$ cat src/rtl/ocr_pkg.sv
// Package for the obstacle disk cost rasterizer.
// Holds command and register codes, cost constants, unit widths and request and response types.
// No dependencies.
package ocr_pkg;

    localparam logic [1:0] CMD_CLEAR = 2'd0;
    localparam logic [1:0] CMD_MARK  = 2'd1;
    localparam logic [1:0] CMD_READ  = 2'd2;

    localparam logic [2:0] REG_ROBOT_X   = 3'd0;
    localparam logic [2:0] REG_ROBOT_Y   = 3'd1;
    localparam logic [2:0] REG_YAW_COS   = 3'd2;
    localparam logic [2:0] REG_YAW_SIN   = 3'd3;
    localparam logic [2:0] REG_CELL_SIZE = 3'd4;
    localparam logic [2:0] REG_INFLATION = 3'd5;

    localparam logic [6:0]  COST_CURRENT   = 7'd100;
    localparam logic [6:0]  COST_PREDICTED = 7'd90;
    localparam logic [9:0]  CONF_MIN       = 10'd103;
    localparam logic [16:0] MIN_RADIUS     = 17'd154;

    localparam int MUL_AW = 33;
    localparam int MUL_BW = 26;
    localparam int MUL_PW = MUL_AW + MUL_BW;
    localparam int DIV_NW = 27;
    localparam int DIV_DW = 16;

    typedef struct packed {
        logic signed [MUL_AW-1:0] a;
        logic signed [MUL_BW-1:0] b;
    } t_mul_req;

    typedef struct packed {
        logic              start;
        logic [DIV_NW-1:0] dividend;
        logic [DIV_DW-1:0] divisor;
    } t_div_req;

    typedef struct packed {
        logic              done;
        logic [DIV_NW-1:0] quotient;
    } t_div_rsp;

endpackage

$ cat src/rtl/ocr_mul.sv
// Shared signed multiplier with a registered product.
// Depends on ocr_pkg.
module ocr_mul (
    input  logic                             i_clk,
    input  ocr_pkg::t_mul_req                i_req,
    output logic signed [ocr_pkg::MUL_PW-1:0] o_p
);
    import ocr_pkg::*;

    logic signed [MUL_PW-1:0] r_p;

    always_ff @(posedge i_clk) begin
        r_p <= i_req.a * i_req.b;
    end

    assign o_p = r_p;

endmodule

$ cat config.mk
export PLATFORM = sky130hd
export DESIGN_NAME = ocr_mul
export DESIGN_NICKNAME = d
export VERILOG_FILES = /design/src/rtl/ocr_pkg.sv /design/src/rtl/ocr_mul.sv
export SDC_FILE = /design/constraint.sdc
export NUM_CORES = 2
export LEC_CHECK = 0
export BUFFER_PORTS_ARGS = -buffer_cell sky130_fd_sc_hd__buf_2
export CAP_MARGIN = 10
export CORE_MARGIN = 4
export CORE_UTILIZATION = 45
export CTS_CLUSTER_SIZE = 28
export DETAILED_ROUTE_END_ITERATION = 10
export HOLD_SLACK_MARGIN = 0.12
export PLACE_DENSITY = 0.58
export SYNTH_ARGS = -nofsm -noshare
export SYNTH_HDL_FRONTEND = slang
export SYNTH_SLANG_ARGS = --single-unit
export TNS_END_PERCENT = 30
$ cat constraint.sdc
create_clock -name i_clk -period 10.2 [get_ports i_clk]
set_input_delay 2.04 -clock i_clk [delete_from_list [all_inputs] [get_ports i_clk]]
set_output_delay 2.04 -clock i_clk [all_outputs]
set_load 0.02 [all_outputs]
**Word level (Yosys, flattened, before mapping)**

Index checks and enable logic that the tools add are counted.
W data, S select, Z words.

- Input bits: 60
- Output and inout port bits: 59
- Flip-flop bits (word level): 59
- Word-level logic and storage cells: 2

- Multipliers: 1

Operators with widths:

| cell | number |
|---|---|
| $mul A33 B26 Y59 | 1 |

**Logic depth before layout (Yosys ltp)**

- Depth after elaboration: 1
- Depth in mapped cells: 26

**Least setup slack after synthesis**

No wires, ideal clock.

- Path type: input to register
- Start: input port i_req[58] in the netlist's numbering
- End: register r_p[52], in the netlist o_p[52]
- Path buffers: 2
- Setup time: 133 ps
- Path slack: 1724 ps
- Cell stages on the path: 24
- Arrival: 8343 ps
- Path through: clkbuf_1 > nand2_1 > inv_1 > fa_1 > fa_1 > inv_1 > fa_1 > inv_1 > fa_1 > fa_1 > fa_1 > inv_1 > fa_1 > inv_1 > ha_1 > buf_6 > a21oi_2 > o21ai_1 > or2_2 > or4_1 > a21o_1 > a21boi_2 > o311ai_1 > xor2_1

- Word-level cells in the longest chain between the ends: 1

Ends and longest elaborated chain:

| element | RTL line | RTL |
|---|---|---|
| start: declaration | ocr_mul.sv:5 | `input ocr_pkg::t_mul_req i_req,` |
| $mul A33 B26 Y59 | ocr_mul.sv:13 | `r_p <= i_req.a * i_req.b;` |
| end signal: assignment | ocr_mul.sv:13 |  |
| end: declaration | ocr_mul.sv:10 | `logic signed [MUL_PW-1:0] r_p;` |

No other way between the ends.

**Worst setup path after layout**

- Start: input port i_req[25] in the netlist's numbering
- End: register r_p[57], in the netlist o_p[57]

Same word-level chain as after synthesis.

==> reports/metrics.cfg <==
[outcome]
status=finished clean

[timing]
post-route-period-util=0.8888
hold_ws_ps=2225
maxSlewHeadroom=0.3418
finalSetupViolCount=0
hold_violations=0
timing.fmax_mhz=110.3
tightest_slew_ps=987.3
final.setup.tns_ps=0
final_max_slew_viol_count=0
period_needed_ps=9066
rsz0062_at_grt=no

[worst_hold_path]
hold_class=primary input to register

[cells_and_area]
drive_above_1_share=0.05171
final_core_util=0.4788
layout.nets=4459
final_cell_area_mm2=0.03290
largest_reg_flops=59
area_delta_synth_final_pct=5.340

[drt]
dr.pass1.iters=5
routedWlPerCell_um=19.84
drc=0
drtIter0Drc=1007
postRouteAntennaNets=0
vias_per_cell=5.112
vias=21975
routed_wl_um=85310

[setup_path]
crit_chain=buf_2, clkinv_1, buf_4, nor2_1, fa_1, fa_1, fa_1, fa_1, fa_1, fa_1, inv_1, fa_1, inv_1, ha_1, nand3_1, nor4_1, nand4_1, a211oi_1, o21ai_1, o311ai_0
critPathLaunchType=primary input
crit_slowest_cell=nor4_1
critPathKind=primary input to register
cp_max_fo=12
cp_data_required_time_ps=10440
crit_path_max_incr_delay_ps=570
cp_common_cell=fa_1
endpoint_kind=register
worstPathArrival_ps=9300

[yosys]
syn_area_mm2=0.03123
ys.warnings.count=0
yosysUniqueCellTypes=66
synth_edf_count=0
synth-async-reset-ratio=0
synth.mux.area_fraction=0.0003205
synth_xor_xnor_area_share=0.01767
synth_compound_area_frac=0.03778
synth_nets=4458
syn_inst=3360
synth_fa_ha_area_frac=0.6269
synth-seq-cells=59
yosys.area_share.simple=0.1566
synth_top_family_by_area=adder cells
synth_ff_type=dfxtp_1
syn_avg_cell_area_um2=9.295
yosysSeqAreaShare=0.03782

[clocking]
hold_buffers=0
cts-root-buf=clkbuf_16
cts_inserted_buffers=9
clock-sinks=59
cts_resized=0
cts_tree=built
clk_pin_slew_ps=50
cts_max_level=3
post_cts.repair.setup_buffers=0
clockBufferDepth=2

[floorplanning]
rows=96
die_w_um=271.4
initial_utilization=0.4546
core_area_mm2=0.06871
dieArea_mm2=0.07368
die_y_um=271.4
io_pins=119

[placement]
gp_congestion=0.8679
hpwl_um=69320
io_buffer_count=118
placed_cell_area_mm2=0.03259

[global_routing]
antenna_found_initial=4
overflow=0
grt_max_degree=34
grt_pass1_wl_um=136400
grt_pass1_vias=24142
grt.total_usage=0.2403

[run]
cap_violations=0

==> layout make-up <==
cell class              count  area, um2
diodes                      3      7.507
clock buffers              11      252.7
clock inverters             4      50.05
fillers                  6785      35810
inverters                 863       3239
multi-input cells        2283      26210
flip-flops and latches     59       1181
well taps                 931       1165
repair buffers            145      793.3
==> placed cells by master (no fill, tap or decap), types with 3 or more instances in the layout <==
cell type    n
a31oi_1      3
buf_2      118
ha_1       160
buf_4       27
a211oi_1     9
a21oi_1     49
nor2_1      51
a211o_1      4
inv_1      862
or3_1        3
dfxtp_1     59
nor3_1      14
diode_2      3
nand4_1     12
o21ai_0     27
or2_2        4
o31ai_1      3
nand2b_1    15
and3_1      10
nor2b_1      3
xor2_1      19
o211ai_1     3
xnor2_1     44
o21a_1       9
o21ai_1      4
nand3_1     13
and2_1     356
nand2_1    512
fa_1       878
a21o_1      26
a21boi_0     3
o21bai_1     5
and4_1       8
clkbuf_16    9
==> metrics by stage <==
stage	setup slack, ps	std cells
after global placement	687.7	4281
after global routing	823.8	4298
after CTS	1161	4296
after floorplan	1724	3360
final	1134	4299
after detailed placement	785.6	4281
==> Yosys cell counts, drive strengths merged, types with 5 or more instances <==
master | n | area, um2
fa | 878 | 17580
inv | 862 | 3236
nand2 | 512 | 1922
and2 | 356 | 2227
ha | 160 | 2002
clkbuf | 145 | 546.8
dfxtp | 59 | 1181
a21oi | 51 | 262.8
nor2 | 51 | 191.4
xnor2 | 44 | 385.4
o21ai | 32 | 163.9
a21o | 26 | 195.2
xor2 | 19 | 166.4
nand2b | 15 | 93.84
nor3 | 14 | 70.07
nand3 | 13 | 65.06
nand4 | 13 | 87.58
a211oi | 11 | 100.1
and3 | 10 | 62.56
buf | 10 | 53.80
o21a | 9 | 67.56
and4 | 8 | 70.07
a21boi | 5 | 41.29
o21bai | 5 | 37.54
==> path summary, 6_finish.rpt <==
path	from	end	slack [ps]	depth (start not counted)
setup / recovery	i_req[25]	o_p[57]	1130	20
hold / removal	i_req[26]	o_p[0]	2220	2
==> logic make-up (layout without fill, tap and decap cells) <==
group	Yosys count	count (layout)
and+or+nand+nor	1007	1007
adders and majority gates	1038	1038
muxes	1	1
xor gates and xnor gates	63	63
AOI/OAI and AO/OA	174	174
DFF	59	59
other	0	3
buffers and inverters	1018	1023
==> layer usage <==
metal	track usage	part of all wire
met2	0.4576	0.55
met5	0	0.00023
met4	0.06897	0.034
met1	0.2881	0.38
met3	0.02325	0.037
==> worst max-delay path, delay by kind of cell <==
family	cells	cell delay (ps)
AO/OA/AOI/OAI	3	1070
adder cells (fa/ha/maj)	8	3870
AND/OR/NAND/NOR	4	1100
buffers and inverters	5	1190
Power is not shown: default switching activity piles up to over one toggle a cycle in this logic, so the estimate is an artifact.
