`src/rtl/ocr_pkg.sv`:
```
// Package for the obstacle disk cost rasterizer.
// Holds command and register codes, cost constants, unit widths and request and response types.
// No dependencies.
package ocr_pkg;

    localparam logic [1:0] CMD_CLEAR = 2'd0;
    localparam logic [1:0] CMD_MARK  = 2'd1;
    localparam logic [1:0] CMD_READ  = 2'd2;

    localparam logic [2:0] REG_ROBOT_X   = 3'd0;
    localparam logic [2:0] REG_ROBOT_Y   = 3'd1;
    localparam logic [2:0] REG_YAW_COS   = 3'd2;
    localparam logic [2:0] REG_YAW_SIN   = 3'd3;
    localparam logic [2:0] REG_CELL_SIZE = 3'd4;
    localparam logic [2:0] REG_INFLATION = 3'd5;

    localparam logic [6:0]  COST_CURRENT   = 7'd100;
    localparam logic [6:0]  COST_PREDICTED = 7'd90;
    localparam logic [9:0]  CONF_MIN       = 10'd103;
    localparam logic [16:0] MIN_RADIUS     = 17'd154;

    localparam int MUL_AW = 33;
    localparam int MUL_BW = 26;
    localparam int MUL_PW = MUL_AW + MUL_BW;
    localparam int DIV_NW = 27;
    localparam int DIV_DW = 16;

    typedef struct packed {
        logic signed [MUL_AW-1:0] a;
        logic signed [MUL_BW-1:0] b;
    } t_mul_req;

    typedef struct packed {
        logic              start;
        logic [DIV_NW-1:0] dividend;
        logic [DIV_DW-1:0] divisor;
    } t_div_req;

    typedef struct packed {
        logic              done;
        logic [DIV_NW-1:0] quotient;
    } t_div_rsp;

endpackage

```
`src/rtl/ocr_div.sv`:
```
// Restoring divider, one quotient bit per cycle.
// Depends on ocr_pkg.
module ocr_div (
    input  logic              i_clk,
    input  logic              i_rst_n,
    input  ocr_pkg::t_div_req i_req,
    output ocr_pkg::t_div_rsp o_rsp
);
    import ocr_pkg::*;

    localparam int CW = $clog2(DIV_NW + 1);

    logic              r_busy, n_busy;
    logic              r_done, n_done;
    logic [CW-1:0]     r_cnt, n_cnt;
    logic [DIV_DW-1:0] r_rem, n_rem;
    logic [DIV_NW-1:0] r_quo, n_quo;
    logic [DIV_DW-1:0] r_dvs, n_dvs;
    logic [DIV_DW:0]   w_trial, w_diff;
    logic              w_ge;

    assign w_trial = {r_rem, r_quo[DIV_NW-1]};
    assign w_diff  = w_trial - {1'b0, r_dvs};
    assign w_ge    = w_trial >= {1'b0, r_dvs};

    always_comb begin
        n_busy = r_busy;
        n_done = 1'b0;
        n_cnt  = r_cnt;
        n_rem  = r_rem;
        n_quo  = r_quo;
        n_dvs  = r_dvs;
        if (i_req.start) begin
            n_busy = 1'b1;
            n_cnt  = '0;
            n_rem  = '0;
            n_quo  = i_req.dividend;
            n_dvs  = i_req.divisor;
        end else if (r_busy) begin
            n_rem = w_ge ? w_diff[DIV_DW-1:0] : w_trial[DIV_DW-1:0];
            n_quo = {r_quo[DIV_NW-2:0], w_ge};
            n_cnt = r_cnt + 1'b1;
            if (r_cnt == CW'(DIV_NW - 1)) begin
                n_busy = 1'b0;
                n_done = 1'b1;
            end
        end
    end

    always_ff @(posedge i_clk) begin
        if (!i_rst_n) begin
            r_busy <= 1'b0;
            r_done <= 1'b0;
            r_cnt  <= '0;
        end else begin
            r_busy <= n_busy;
            r_done <= n_done;
            r_cnt  <= n_cnt;
        end
        r_rem <= n_rem;
        r_quo <= n_quo;
        r_dvs <= n_dvs;
    end

    assign o_rsp.done     = r_done;
    assign o_rsp.quotient = r_quo;

endmodule

```
`config.mk`:
```
export PLATFORM = sky130hd
export DESIGN_NAME = ocr_div
export DESIGN_NICKNAME = d
export VERILOG_FILES = /design/src/rtl/ocr_pkg.sv /design/src/rtl/ocr_div.sv
export SDC_FILE = /design/constraint.sdc
export NUM_CORES = 1
export LEC_CHECK = 0
export ABC_CLOCK_PERIOD_IN_PS = 2600
export BUFFER_PORTS_ARGS = -buffer_cell sky130_fd_sc_hd__buf_2
export CELL_PAD_IN_SITES_DETAIL_PLACEMENT = 1
export CELL_PAD_IN_SITES_GLOBAL_PLACEMENT = 2
export CORE_MARGIN = 8
export CORE_UTILIZATION = 36
export CTS_CLUSTER_DIAMETER = 80
export CTS_CLUSTER_SIZE = 12
export DETAILED_ROUTE_END_ITERATION = 16
export GPL_TIMING_DRIVEN = 0
export PLACE_DENSITY = 0.9
export SLEW_MARGIN = 20
export SYNTH_ARGS = -nofsm -noshare
export SYNTH_HDL_FRONTEND = slang
export SYNTH_SLANG_ARGS = --single-unit
export TNS_END_PERCENT = 20
```
`constraint.sdc`:
```
create_clock -name i_clk -period 2.6 [get_ports i_clk]
set_input_delay 0 -clock i_clk [delete_from_list [all_inputs] [get_ports i_clk]]
set_output_delay 0 -clock i_clk [all_outputs]
set_load 0.02 [all_outputs]
```
## Word level (Yosys, flattened, before mapping)

Cells that the tools add are included.

- Flip-flop bits (word level): 66
- Logic and storage cells: 22

- $add $sub $neg: 2
- Order comparisons: 1
- Equal/unequal tests: 1
- Muxes and demuxes: 7
- Bitwise operators: 2
- Reductions and logical operators: 3

Operators with widths:

| operator | number |
|---|---|
| 2-to-1 mux 27 bit | 2 |
| >= comparator 17 x 16 -> 1 bit | 1 |
| 2-to-1 mux 16 bit | 1 |
| subtractor 16 bit | 1 |
| adder 5 x 1 -> 5 bit, second input constant | 1 |
| equality test 5 bit, second input constant | 1 |
| 2-to-1 mux 1 bit | 4 |
| OR reduction 3 bit | 1 |
| NOT 1 bit | 2 |
| nonzero test 2 bit | 1 |
| OR reduction 2 bit | 1 |

## Logic depth before layout (Yosys ltp)

- Depth in word-level cells: 4
- Depth in mapped cells: 11

## Least setup slack after synthesis

Ideal clock, no wire load.

- Path kind: register to register
- From: reg r_quo[26]
- To: reg r_rem[12]
- Library setup time: 86 ps
- Arrival: 2307 ps
- Setup slack: 208 ps
- Cell stages (with the launch flop): 11
- Buffers on the path: 0
- Period minus slack after synthesis: 2392 ps
- Path through: edfxtp_1 -> inv_1 -> ha_1 -> fa_1 -> nand2b_1 -> a21oi_1 -> or3b_1 -> nand3_1 -> xor2_1 -> mux2i_1 -> a211oi_1

- Longest elaborated chain between the ends: 2

Ends and longest elaborated chain:

| element | line | source |
|---|---|---|
| from (decl) | ocr_div.sv:17 | `logic [DIV_NW-1:0] r_quo, n_quo;` |
| from (signal assigned) | ocr_div.sv:61 | `r_quo <= n_quo;` |
| subtractor 16 bit / >= comparator 17 x 16 -> 1 bit (equally long branches) | ocr_div.sv:23, ocr_div.sv:24 |  |
| 2-to-1 mux 16 bit (*) | ocr_div.sv:40 | `n_rem = w_ge ? w_diff[DIV_DW-1:0] : w_trial[DIV_DW-1:0];` |
| to (signal assigned) | ocr_div.sv:60 | `r_rem <= n_rem;` |
| to (decl) | ocr_div.sv:16 | `logic [DIV_DW-1:0] r_rem, n_rem;` |

Every way passes the cells marked *; elsewhere a longest branch is shown, timed or not.
A chain may end at the register's enable or synchronous reset.

## Worst setup path in the final report

- From: reg r_rem[8]
- To: reg r_quo[0], data pin

- Longest elaborated chain between the ends: 3

Ends and longest elaborated chain:

| element | line | source |
|---|---|---|
| >= comparator 17 x 16 -> 1 bit | ocr_div.sv:24 | `assign w_ge = w_trial >= {1'b0, r_dvs};` |
| 2-to-1 mux 27 bit | ocr_div.sv:39 | `end else if (r_busy) begin` |
| 2-to-1 mux 27 bit | ocr_div.sv:33 | `if (i_req.start) begin` |
| named net n_quo[0] | ocr_div.sv:17 |  |

The timed path passes the listed nets, and every way through them passes these cells. The select of a mux whose other input is x is not followed.

==> flow_summary.yaml <==
critical_path:
  path_max_fanout: 10
  cp.required_ps: 2710
  start_kind: "flop"
  r2r-start: "r_rem[8]$_SDFFE_PP0P_"
  rrSetupSlack_ps: 70
  timing.critical_path.buf_inv: 2
  crit_family: "compound AO/OA/AOI/OAI gates"
  slowest_delay_ps: 430
  cpMostUsedCell: "buf_6"
  cp.arrival_ps: 2630
  reg2reg_depth: 9
  reg2reg_to: "r_quo[0]$_DFFE_PP_"
  critPathSlowestCell: "dfxtp_1"
  crit_path_cell_trace: "ha_1, buf_6, and4_4, nand3_2, nor4_2, a2111oi_1, a21bo_4, buf_6, mux2_2"
  worst-setup-path-type: "flop to flop"
  setup.worst_path.end_class: "flop"
place:
  globalplace.congestion: 0.7821
  dp.cells: 513
  dp.final_hpwl_um: 7023
  io_buffer_count: 73
logic_synthesis:
  synth-edff-count: 43
  postSynthAreaPerCell_um2: 11.65
  postSynth.asyncResetShare_pct: 0
  synth_nets: 372
  synth_seq_cells: 66
  synthFlopType: "edfxtp_1"
  synthCells: 307
  syn-cell-area_um2: 3576
  ys_seq_area_share_pct: 48.99
  synth_warnings: 0
  synth_cell_types: 55
drt:
  met3_length_um: 597
  via_per_inst: 4.969
  firstDrtPassIters: 4
  routed.top_layer: "met4"
  drt_iter0_drc: 85
  drc: 0
  avgRoutedWirePerCell_um: 17.64
  wl_um: 10160
  postRouteAntennaNets: 0
  num_vias: 2862
  m1WireLength_um: 4294
  met2_length_um: 5140
sta:
  setup_viol: 0
  drv_slew: 0
  fin_crit_sh_pct: 97.26
  fmax_mhz: 395.5
  hold_violations: 0
  slew-limit-headroom_pct: 31.15
  tightest_slew_ps: 1032
  setup_tns_ps: 0
  clock_skew_ps: 11.79
  rsz0062_at_grt: "true"
  fin_crit_ps: 2529
floorplanning:
  rows: 36
  pin_count: 74
  die_w_um: 115.7
  core_um2: 9729
  die_h_um: 115.7
  initial_core_util_pct: 36.75
  fp.dieArea_um2: 13380
min_path:
  whs_path_depth: 1
  holdPathEnd: "r_dvs[9]$_DFFE_PP_"
  min_path_type: "primary input to flop"
  hp-start: "i_req[43]"
clocking:
  clkLatencyLatePin_ps: 350
  numCtsBuffers: 9
  h-tree-depth: 3
  path_clk_slew_ps: 90
  cts_tree: "built"
  cts_buffer_depth: 2
  clockRootBuffer: "clkbuf_8"
  cts.sinks: 66
grt:
  antenna_found_initial: 2
  grt_pass1_wl_um: 16630
  grt_usage_pct: 15.97
  grt_max_degree: 28
  first_global_vias: 3246
  gr-total-overflow: 0
cells_and_area:
  stdcell_count: 576
  area_growth_pct: 34.53
  drive_above_1_share_pct: 33.56
  fillers: 1088
  fin_nets: 501
power_and_ir_drop:
  power.density_nw_per_um2: 610.5
  leakagePower_nw: 2.000
  ir_worst_vdd_uv: 288.3
flow_run:
  maxCapViolCount: 0
status:
  status: "finished, final reports clean"
## logic make-up (layout without fill, tap and decap cells)
logic type	count (synthesis)	after routing	synth area share, %
compound gates	56	56	11.69
fa+ha+maj	19	19	6.858
buf+inv	37	171	5.808
xor+xnor	16	16	3.919
mux	41	41	12.42
other cells	0	2	0
simple gates	72	72	10.32
flops	66	66	48.99
## how the worst max path moves through the flow
stage | startpoint | to | depth (start not counted)
2_1_floorplan | r_quo[26]$_DFFE_PP_ | r_rem[12]$_SDFFE_PP0P_ | 10
3_3_place_gp | r_quo[26]$_DFFE_PP_ | r_rem[14]$_SDFFE_PP0P_ | 10
3_5_place_dp | r_quo[26]$_DFFE_PP_ | r_rem[14]$_SDFFE_PP0P_ | 10
4_1_cts | r_dvs[1]$_DFFE_PP_ | r_rem[9]$_SDFFE_PP0P_ | 10
5_1_grt | r_dvs[10]$_DFFE_PP_ | r_rem[9]$_SDFFE_PP0P_ | 10
6_report | r_rem[8]$_SDFFE_PP0P_ | r_quo[0]$_DFFE_PP_ | 9
## what timing repair did
| item | 4_1_cts | 5_1_grt |
|---|---|---|
| hold buffers | 44 | 0 |
| pin swaps | 0 | 6 |
| buffers inserted | 0 | 1 |
| resized for setup | 1 | 12 |
| endpoints found under the hold margin | 44 | 0 |
| endpoints found under the setup margin | 3 | 16 |
## registers in the layout, indices dropped and copies added (netlist names)
signal and flops:
r_dvs 16, r_done 1, r_busy 1, r_quo 27, r_rem 16, r_cnt 5
## Yosys cell counts (4+ instances only)
cell type / number / area share [%]
edfxtp_1: 43 / 36
mux2_2: 27 / 8.5
nor2_1: 27 / 2.8
dfxtp_1: 23 / 13
inv_1: 23 / 2.4
ha_1: 18 / 6.3
nand2_1: 15 / 1.6
mux2i_1: 14 / 3.9
a21oi_1: 12 / 1.7
a211oi_1: 11 / 2.3
xor2_1: 9 / 2.2
xnor2_1: 7 / 1.7
o21ai_0: 6 / 0.84
clkbuf_1: 4 / 0.42
clkbuf_8: 4 / 1.5
nand2b_1: 4 / 0.70
nand3_1: 4 / 0.56
## stage by stage
| stage | setup WS [ps] | area, µm² | hold slack [ps] | util, % | power (mW) |
|---|---|---|---|---|---|
| after floorplan | 207.9 | 3576 | 98.87 | - | 1.750 |
| after global placement | -36.80 | 4108 | 177.2 | 42.22 | 1.925 |
| after detailed placement | -57.53 | 4108 | 178.5 | 42.22 | 1.952 |
| after CTS | 13.52 | 4756 | 132.3 | 48.88 | 2.938 |
| after global routing | -24.62 | 4811 | 139.3 | 49.45 | 3.086 |
| final | 71.26 | 4811 | 127.5 | 49.45 | 2.937 |
## cells in the final DEF, fill, tap and decap left out, types with 4 or more instances in the layout
cell type and count:
a21oi_1 11, clkbuf_8 13, mux2_2 27, mux2i_1 14, nand2_1 14, dfxtp_1 23
nand3_1 4, o21ai_0 5, inv_1 22, xor2_1 9, ha_1 16, nor2_1 27
clkbuf_1 4, dlygate4sd3_1 44, edfxtp_1 43, a211oi_1 9, nand2b_1 4, xnor2_1 7
buf_2 73
## routing by layer
metal / GRT usage [%] / up-vias
li1: - / 1386
met1: 18.08 / 1395
met2: 28.14 / 70
met3: 4.950 / 11
met5: 0 / -
met4: 4.840 / 0
## cell type report
class / instances / area (µm²) / share of cell area, %
Buffer: 14 / 125.1 / 2.601
Clock inverter: 7 / 83.83 / 1.743
Antenna cell: 2 / 5.005 / 0.1040
Inverter: 23 / 86.33 / 1.795
Tap cell: 133 / 166.4 / 3.459
Timing Repair Buffer: 118 / 813.3 / 16.91
Clock buffer: 9 / 123.9 / 2.575
Multi-Input combinational cell: 204 / 1655 / 34.41
Sequential cell: 66 / 1752 / 36.41
## where the power goes
group,internal [mW],switching [mW]
sequential,1.22,0.0540
combinational,0.337,0.398
clock,0.462,0.466
total,2.02,0.918
(Power assumes the default switching activity.)
